<file path="src/hdl/serial_bank_mapper_core_macros.svh">
// Assertion macros for the serial bank mapper.
// No dependencies; each file that asserts includes this header.
`ifndef SERIAL_BANK_MAPPER_CORE_MACROS_SVH
`define SERIAL_BANK_MAPPER_CORE_MACROS_SVH

`ifndef SYNTH
// Clocked check, masked while reset is asserted.
`define SBM_ASSERT(lbl, prop, msg) \
  lbl: assert property (@(posedge clk_i) disable iff (!rst_ni) prop) else $error(msg);
// Clocked check that also holds through reset.
`define SBM_ASSERT_ALWAYS(lbl, prop, msg) \
  lbl: assert property (@(posedge clk_i) prop) else $error(msg);
`else
`define SBM_ASSERT(lbl, prop, msg)
`define SBM_ASSERT_ALWAYS(lbl, prop, msg)
`endif

`endif

</file>
<file path="src/hdl/sbm_pkg.sv">
// Shared types, constants and wrap tables for the serial bank mapper.
// No dependencies.
package sbm_pkg;

  localparam int PRG_BANKS = 16;  // 2..16 program banks of 16 KiB
  localparam int CHR_UNITS = 64;  // 64 pattern units of 4 KiB; the 5-bit slot reaches only 32 of them

  localparam logic [4:0] SHIFT_INIT   = 5'h10;
  localparam logic [4:0] CONTROL_INIT = 5'h04;

  // address bits 14:13 pick the register that a fifth serial write loads
  localparam logic [1:0] SEL_CONTROL = 2'd0;
  localparam logic [1:0] SEL_CHR0    = 2'd1;
  localparam logic [1:0] SEL_CHR1    = 2'd2;
  localparam logic [1:0] SEL_PRG     = 2'd3;

  // control bits 3:2: program banking
  localparam logic [1:0] PRG_32K_A     = 2'd0;
  localparam logic [1:0] PRG_32K_B     = 2'd1;
  localparam logic [1:0] PRG_FIX_FIRST = 2'd2;
  localparam logic [1:0] PRG_FIX_LAST  = 2'd3;

  typedef enum logic [1:0] {
    MODE_WRITE    = 2'd0,
    MODE_PRG_READ = 2'd1,
    MODE_CHR_READ = 2'd2,
    MODE_NONE     = 2'd3
  } mode_e;

  typedef enum logic [2:0] {
    LOAD_NONE    = 3'd0,
    LOAD_CONTROL = 3'd1,
    LOAD_CHR0    = 3'd2,
    LOAD_CHR1    = 3'd3,
    LOAD_PRG     = 3'd4
  } load_e;

  typedef logic [3:0] prg_wrap_t [16];
  typedef logic [4:0] chr_wrap_t [32];

  // slot -> slot modulo ROM size, resolved at elaboration
  function automatic prg_wrap_t build_prg_wrap();
    prg_wrap_t t;
    for (int i = 0; i < 16; i++) begin
      t[i] = 4'(i % PRG_BANKS);
    end
    return t;
  endfunction

  function automatic chr_wrap_t build_chr_wrap();
    chr_wrap_t t;
    for (int i = 0; i < 32; i++) begin
      t[i] = 5'(i % CHR_UNITS);
    end
    return t;
  endfunction

  localparam prg_wrap_t PRG_WRAP = build_prg_wrap();
  localparam chr_wrap_t CHR_WRAP = build_chr_wrap();

  localparam logic [3:0] PRG_LAST = 4'(PRG_BANKS - 1);

endpackage

</file>
<file path="src/hdl/serial_bank_mapper_core.sv">
// Serial bank mapper: five-write loader plus program/pattern address translation.
// Depends on sbm_pkg and serial_bank_mapper_core_macros.svh.
//
//  channel | signals                                     | direction
//  --------+---------------------------------------------+----------
//  in      | in_valid_i in_ready_o mode_i address_i data_i | sink
//  out     | out_valid_o out_ready_i mapped_offset_o       | source
//          | hit_o loaded_register_o                      |
//
// One beat per cycle sustained while the result side is ready.
// The mapper registers update as a beat moves from the input register to the result register.
// Reset clears the loader to its marker, control to 4, banks to 0 and both valid flags.
// A stalled result freezes both stages; the input register still fills when it is empty.
`include "serial_bank_mapper_core_macros.svh"

module serial_bank_mapper_core (
  input  logic        clk_i,
  input  logic        rst_ni,
  input  logic        in_valid_i,
  output logic        in_ready_o,
  input  logic [1:0]  mode_i,
  input  logic [15:0] address_i,
  input  logic [7:0]  data_i,
  output logic        out_valid_o,
  input  logic        out_ready_i,
  output logic [17:0] mapped_offset_o,
  output logic        hit_o,
  output logic [2:0]  loaded_register_o
);
  import sbm_pkg::*;

  // input register
  logic        in_valid_q;
  mode_e       mode_q;
  logic [15:0] addr_q;
  logic [7:0]  data_q;

  // result register
  logic        out_valid_q;
  logic [17:0] offset_q, offset_d;
  logic        hit_q, hit_d;
  load_e       loaded_q, loaded_d;

  // mapper state
  logic [4:0] shift_q, shift_d;
  logic [4:0] control_q, control_d;
  logic [4:0] chr_a_q, chr_a_d;
  logic [4:0] chr_b_q, chr_b_d;
  logic [4:0] prg_q, prg_d;

  logic       adv;
  logic       step;
  logic [3:0] prg_low, prg_high, prg_slot;
  logic [4:0] chr_low, chr_high, chr_slot;
  logic [4:0] shift_next;

  assign adv        = !out_valid_q || out_ready_i;
  assign step       = adv && in_valid_q;
  assign in_ready_o = adv || !in_valid_q;

  always_ff @(posedge clk_i or negedge rst_ni) begin
    if (!rst_ni) begin
      in_valid_q <= 1'b0;
    end else if (in_ready_o) begin
      in_valid_q <= in_valid_i;
    end
  end

  always_ff @(posedge clk_i) begin
    if (in_ready_o && in_valid_i) begin
      mode_q <= mode_e'(mode_i);
      addr_q <= address_i;
      data_q <= data_i;
    end
  end

  // slot banks follow directly from control and bank registers
  always_comb begin
    unique case (control_q[3:2])
      PRG_32K_A, PRG_32K_B: begin
        prg_low  = {prg_q[3:1], 1'b0};
        prg_high = {prg_q[3:1], 1'b1};
      end
      PRG_FIX_FIRST: begin
        prg_low  = 4'd0;
        prg_high = prg_q[3:0];
      end
      default: begin
        prg_low  = prg_q[3:0];
        prg_high = PRG_LAST;
      end
    endcase
    if (control_q[4]) begin
      chr_low  = chr_a_q;
      chr_high = chr_b_q;
    end else begin
      chr_low  = {chr_a_q[4:1], 1'b0};
      chr_high = {chr_a_q[4:1], 1'b1};
    end
  end

  assign prg_slot   = addr_q[14] ? prg_high : prg_low;
  assign chr_slot   = addr_q[12] ? chr_high : chr_low;
  assign shift_next = {data_q[0], shift_q[4:1]};

  always_comb begin
    shift_d   = shift_q;
    control_d = control_q;
    chr_a_d   = chr_a_q;
    chr_b_d   = chr_b_q;
    prg_d     = prg_q;
    offset_d  = '0;
    hit_d     = 1'b0;
    loaded_d  = LOAD_NONE;
    unique case (mode_q)
      MODE_WRITE: begin
        if (addr_q[15]) begin
          hit_d = 1'b1;
          if (data_q[7]) begin
            shift_d = SHIFT_INIT;
          end else if (shift_q[0]) begin
            // fifth bit: marker has reached bit 0
            shift_d = SHIFT_INIT;
            unique case (addr_q[14:13])
              SEL_CONTROL: begin
                control_d = shift_next;
                loaded_d  = LOAD_CONTROL;
              end
              SEL_CHR0: begin
                chr_a_d  = shift_next;
                loaded_d = LOAD_CHR0;
              end
              SEL_CHR1: begin
                chr_b_d  = shift_next;
                loaded_d = LOAD_CHR1;
              end
              default: begin
                prg_d    = shift_next;
                loaded_d = LOAD_PRG;
              end
            endcase
          end else begin
            shift_d = shift_next;
          end
        end
      end
      MODE_PRG_READ: begin
        if (addr_q[15]) begin
          hit_d    = 1'b1;
          offset_d = {PRG_WRAP[prg_slot], addr_q[13:0]};
        end
      end
      MODE_CHR_READ: begin
        if (addr_q[15:13] == 3'd0) begin
          hit_d    = 1'b1;
          offset_d = {1'b0, CHR_WRAP[chr_slot], addr_q[11:0]};
        end
      end
      default: begin
      end
    endcase
  end

  always_ff @(posedge clk_i or negedge rst_ni) begin
    if (!rst_ni) begin
      out_valid_q <= 1'b0;
      shift_q     <= SHIFT_INIT;
      control_q   <= CONTROL_INIT;
      chr_a_q     <= '0;
      chr_b_q     <= '0;
      prg_q       <= '0;
    end else begin
      if (adv) begin
        out_valid_q <= in_valid_q;
      end
      if (step) begin
        shift_q   <= shift_d;
        control_q <= control_d;
        chr_a_q   <= chr_a_d;
        chr_b_q   <= chr_b_d;
        prg_q     <= prg_d;
      end
    end
  end

  always_ff @(posedge clk_i) begin
    if (step) begin
      offset_q <= offset_d;
      hit_q    <= hit_d;
      loaded_q <= loaded_d;
    end
  end

  assign out_valid_o       = out_valid_q;
  assign mapped_offset_o   = offset_q;
  assign hit_o             = hit_q;
  assign loaded_register_o = loaded_q;

  // loader state is only meaningful once reset has reached it
  `SBM_ASSERT_ALWAYS(a_marker_kept, !rst_ni || shift_q != 5'd0, "loader lost its marker bit")
  `SBM_ASSERT(a_load_clears, step && loaded_d != LOAD_NONE |=> shift_q == SHIFT_INIT, "no clear")
  `SBM_ASSERT(a_load_hits, out_valid_q && loaded_q != LOAD_NONE |-> hit_q, "load without hit")
  `SBM_ASSERT(a_offset_hits, out_valid_q && offset_q != 18'd0 |-> hit_q, "offset without hit")
  `SBM_ASSERT(a_beat_moves, step |=> out_valid_q, "beat dropped between stages")

endmodule

</file>
<file path="config.mk">
export PLATFORM = sky130hd
export DESIGN_NAME = serial_bank_mapper_core
export DESIGN_NICKNAME = d
export VERILOG_FILES = /design/src/hdl/sbm_pkg.sv /design/src/hdl/serial_bank_mapper_core.sv
export VERILOG_INCLUDE_DIRS = /design/src /design/src/hdl
export SDC_FILE = /design/constraint.sdc
export NUM_CORES = 1
export LEC_CHECK = 0
export BUFFER_PORTS_ARGS = -buffer_cell sky130_fd_sc_hd__buf_2
export CORE_ASPECT_RATIO = 2
export CORE_MARGIN = 3
export CORE_UTILIZATION = 45
export CTS_CLUSTER_SIZE = 12
export DETAILED_ROUTE_END_ITERATION = 8
export PLACE_DENSITY = 0.71
export SLEW_MARGIN = 40
export SYNTH_ARGS = -nofsm -noshare
export SYNTH_HDL_FRONTEND = slang
export SYNTH_SLANG_ARGS = --single-unit
</file>
<file path="constraint.sdc">
create_clock -name clk_i -period 2 [get_ports clk_i]
set_input_delay 0.1 -clock clk_i [delete_from_list [all_inputs] [get_ports clk_i]]
set_output_delay 0.1 -clock clk_i [all_outputs]
set_load 0.05 [all_outputs]
</file>
==> impl_results.md <==
* First-pass GRT wire length at 8120 um
* Max H-tree Level at 3
* Reg-to-Reg End: chr_a_q[1]$_DFFE_PN0P_
* Worst Path Arrival at 2.10 ns
* Initial core utilization at 47.0%
* Leakage at 1.62 nW
* Total Wirelength at 4950 um
* Pin count of the biggest net entering global routing at 25
* Crit end category: flip-flop
* Post-Synth Adder-Cell Area at 3.67%
* Cells on Worst Hold Path at 4
* Fin crit share at 95.0%
* Vias in the first global route at 1717
* Clock tree buffer depth at 2
* Tot Pwr at 3.66 mW
* Worst r2r src: mode_q[0]$_DFFE_PP_
* Hold Crit Class: in -> reg
* Via Count at 1630
* # diodes at 0
* FP Rows at 39
* Worst VDD drop at 0.000611 V
* Hold Path Origin: out_ready_i
* Area leader, netlist: edfxtp_1
* Slew @ Worst Pin at 0.534 ns
* Final GP Congestion at 0.772
* Post-route insts no fill at 329
* Layout Utilization at 61.9%
* Number of buffers added on ports at 47
* TritonRoute pass-1 iters at 4
* GRT Util Overall at 16.2%
* Fin. Hold Viols at 0
* Critical path peak fanout at 7
* Synth warn at 0
* Placed Area at 3090 um2
* Sink Count at 66
* Syn_nets at 217
* Clock Latency Late Sink at 0.32 ns
* Share of the synthesized area in the top cell type at 46.3%
* Dpl cells at 292
* Pwr per Cell Area at 1020 nW/um2
* Final #Nets at 302
* Xor and xnor fraction of the mapped netlist area at 0%
* Slowest-stage cell, CP: edfxtp_1
* Average cell area after synthesis at 15.2 um2
* Commonest non-fill, non-tap cell in the layout: buf_2
* Critical Path RT at 2.20 ns
* Max Slew Vio Count at 0
* Synth Area in Simple Gates at 11.8%
* DRT iter0 DRCs at 52
* Post-synthesis cell type count at 31
* DRC at 0
* Fin Hold WS at 0.0810 ns
* Max_cap viols at 0
* Worst R2R Path Depth at 5
* Mux cell area share after synthesis at 10.4%
* Die Ht at 116 um
* Worst clock skew at 0.00647 ns
* Setup TNS at 0 ns
* HPWL after DPL at 3600 um
* Clock buffers created by TritonCTS at 9
* Area growth, synth to finish at 31.9%
* Die width at 61.0 um
* DP Worst Slack at 0.0614 ns
* GRT overflow at 0
* Fmax at 526 MHz
* Cell Chain, Critical Path: inv_1, ha_1, nand4b_4, nor3_4, mux2_2
* Setup Viol. Count Final at 0
* Min Tclk post-route at 1.90 ns
* Most frequent cells in the layout: buf_2 (47), edfxtp_1 (42), dfrtp_1 (22), dlygate4sd3_1 (22), mux2_2 (18)
* Synth Area in Compound Gates at 3.90%
* Top cell family by delay on the critical path: simple AND/OR/NAND/NOR gates
* Avg WL per Cell at 15.0 um
* Share of cells above drive strength 1 at 36.2%
* Post-synthesis instance area at 2730 um2
* Buf/Inv on CP at 1
* CP Class: reg -> reg
* Final instance area at 3600 um2
* Syn Inst Count at 179
* Core Area at 5810 um2
* Post-synth ARST share at 36.4%
* Worst setup margin at 0.100 ns
* Largest family of logic cells by synthesized area: simple AND/OR/NAND/NOR gates
* Antenna violations before repair at 0
* Register area share after synthesis at 68.4%
* Max incr delay on CP at 0.42 ns
* Via density at 4.95
* CTS tree: built
* Status: completed
* Worst setup SP type: flip-flop
* Num ports at 54
* Die ar. at 7090 um2
* Layout fillers at 427
* Antenna-violating nets left at 0
* Max-slew headroom at 64.4%
* Unrepaired setup endpoints after global routing: false
* Seq cells post-synth at 66
* R2r setup slk at 0.10 ns
* Worst-path clk slew at 0.05 ns
* Top FF cell, synth: edfxtp_1
* Synth top area cells: edfxtp_1 (46%), dfrtp_1 (20%), mux2_2 (7.4%)
* Post-synth EDFFs at 42
* Root Driver: clkbuf_16
* Min-Delay Endpoint: in_valid_q$_DFFE_PN0N_
==> registers in the layout, indices dropped and copies added, names as in the netlist <==
register / flops
control_q: 3
mode_q: 2
out_valid_o: 1
data_q: 2
shift_q: 5
mapped_offset_o: 18
in_valid_q: 1
hit_o: 1
addr_q: 16
prg_q: 4
loaded_register_o: 3
chr_a_q: 5
chr_b_q: 5
==> cell families (layout without fill, tap and decap cells) <==
kind of cell    count (synthesis)  in the layout
mux                            26             26
fa+ha+maj                       8              8
buf+inv                        13            102
compound gates                 17             17
simple gates                   49             49
flops                          66             66
==> power by group <==
| part | leakage (nW) | total, mW | internal, mW | switching, mW |
|---|---|---|---|---|
| registers | 0.724 | 1.75 | 1.63 | 0.118 |
| clock network | 0.135 | 1.44 | 0.940 | 0.501 |
| logic | 0.758 | 0.476 | 0.194 | 0.283 |
| total | 1.62 | 3.66 | 2.76 | 0.902 |
==> cell type report <==
type	count	area, um2	area share, %
Inverter	10	37.5	1.04
Multi-Input combinational cell	100	828	23.0
Tap cell	61	76.3	2.12
Sequential cell	66	1860	51.8
Clock buffer	10	229	6.37
Timing Repair Buffer	77	515	14.3
Clock inverter	5	46.3	1.29
==> worst reg2reg max path, delay by kind of cell (launching register included) <==
family	cells	cell delay, ns
adders and majority gates	1	0.26
and+or+nand+nor	2	0.62
muxes	1	0.38
DFF	1	0.42
buffers and inverters	1	0.10
==> cells in the mapped netlist, types with 2 or more instances <==
master and number:
nor3_4 3, dfrtp_1 22, o32ai_1 3, mux2_2 18, nor2_1 6, clkbuf_1 2, nand2b_1 3, and2_1 13
inv_1 10, dfstp_2 2, mux2i_1 8, nand2_1 12, edfxtp_1 42, ha_1 8, a21oi_1 8, nor2b_1 3
o21ai_0 2
==> worst max-delay path by stage <==
stage | start | endpoint | slack [ns] | cells after the start
finish | mode_q[0]$_DFFE_PP_ | chr_a_q[1]$_DFFE_PN0P_ | 0.10 | 5
global route | mode_q[0]$_DFFE_PP_ | chr_a_q[1]$_DFFE_PN0P_ | 0.003 | 5
CTS | mode_q[0]$_DFFE_PP_ | control_q[3]$_DFFE_PN0P_ | 0.04 | 5
detailed placement | mode_q[0]$_DFFE_PP_ | control_q[4]$_DFFE_PN0P_ | 0.06 | 5
global placement | addr_q[13]$_DFFE_PP_ | mapped_offset_o[4]$_DFFE_PP_ | 0.05 | 5
floorplan | out_valid_o$_DFFE_PN0P_ | hit_o$_DFFE_PP_ | 0.04 | 3
==> metal layers <==
| metal | track usage (%) | wire length (um) | vias up |
|---|---|---|---|
| met3 | 5.35 | 213 | 8 |
| met1 | 16.1 | 1740 | 764 |
| met4 | 6.51 | 95 | 0 |
| met2 | 29.3 | 2900 | 45 |
| li1 | - | - | 813 |
| met5 | 0 | 0 | - |
==> timing repair <==
action	4_1_cts	5_1_grt
resized for setup	0	2
setup buffers	0	0
hold endpoints to repair	43	0
hold buffers	22	0
endpoints found under the setup margin	0	5
(Power assumes the default switching activity.)
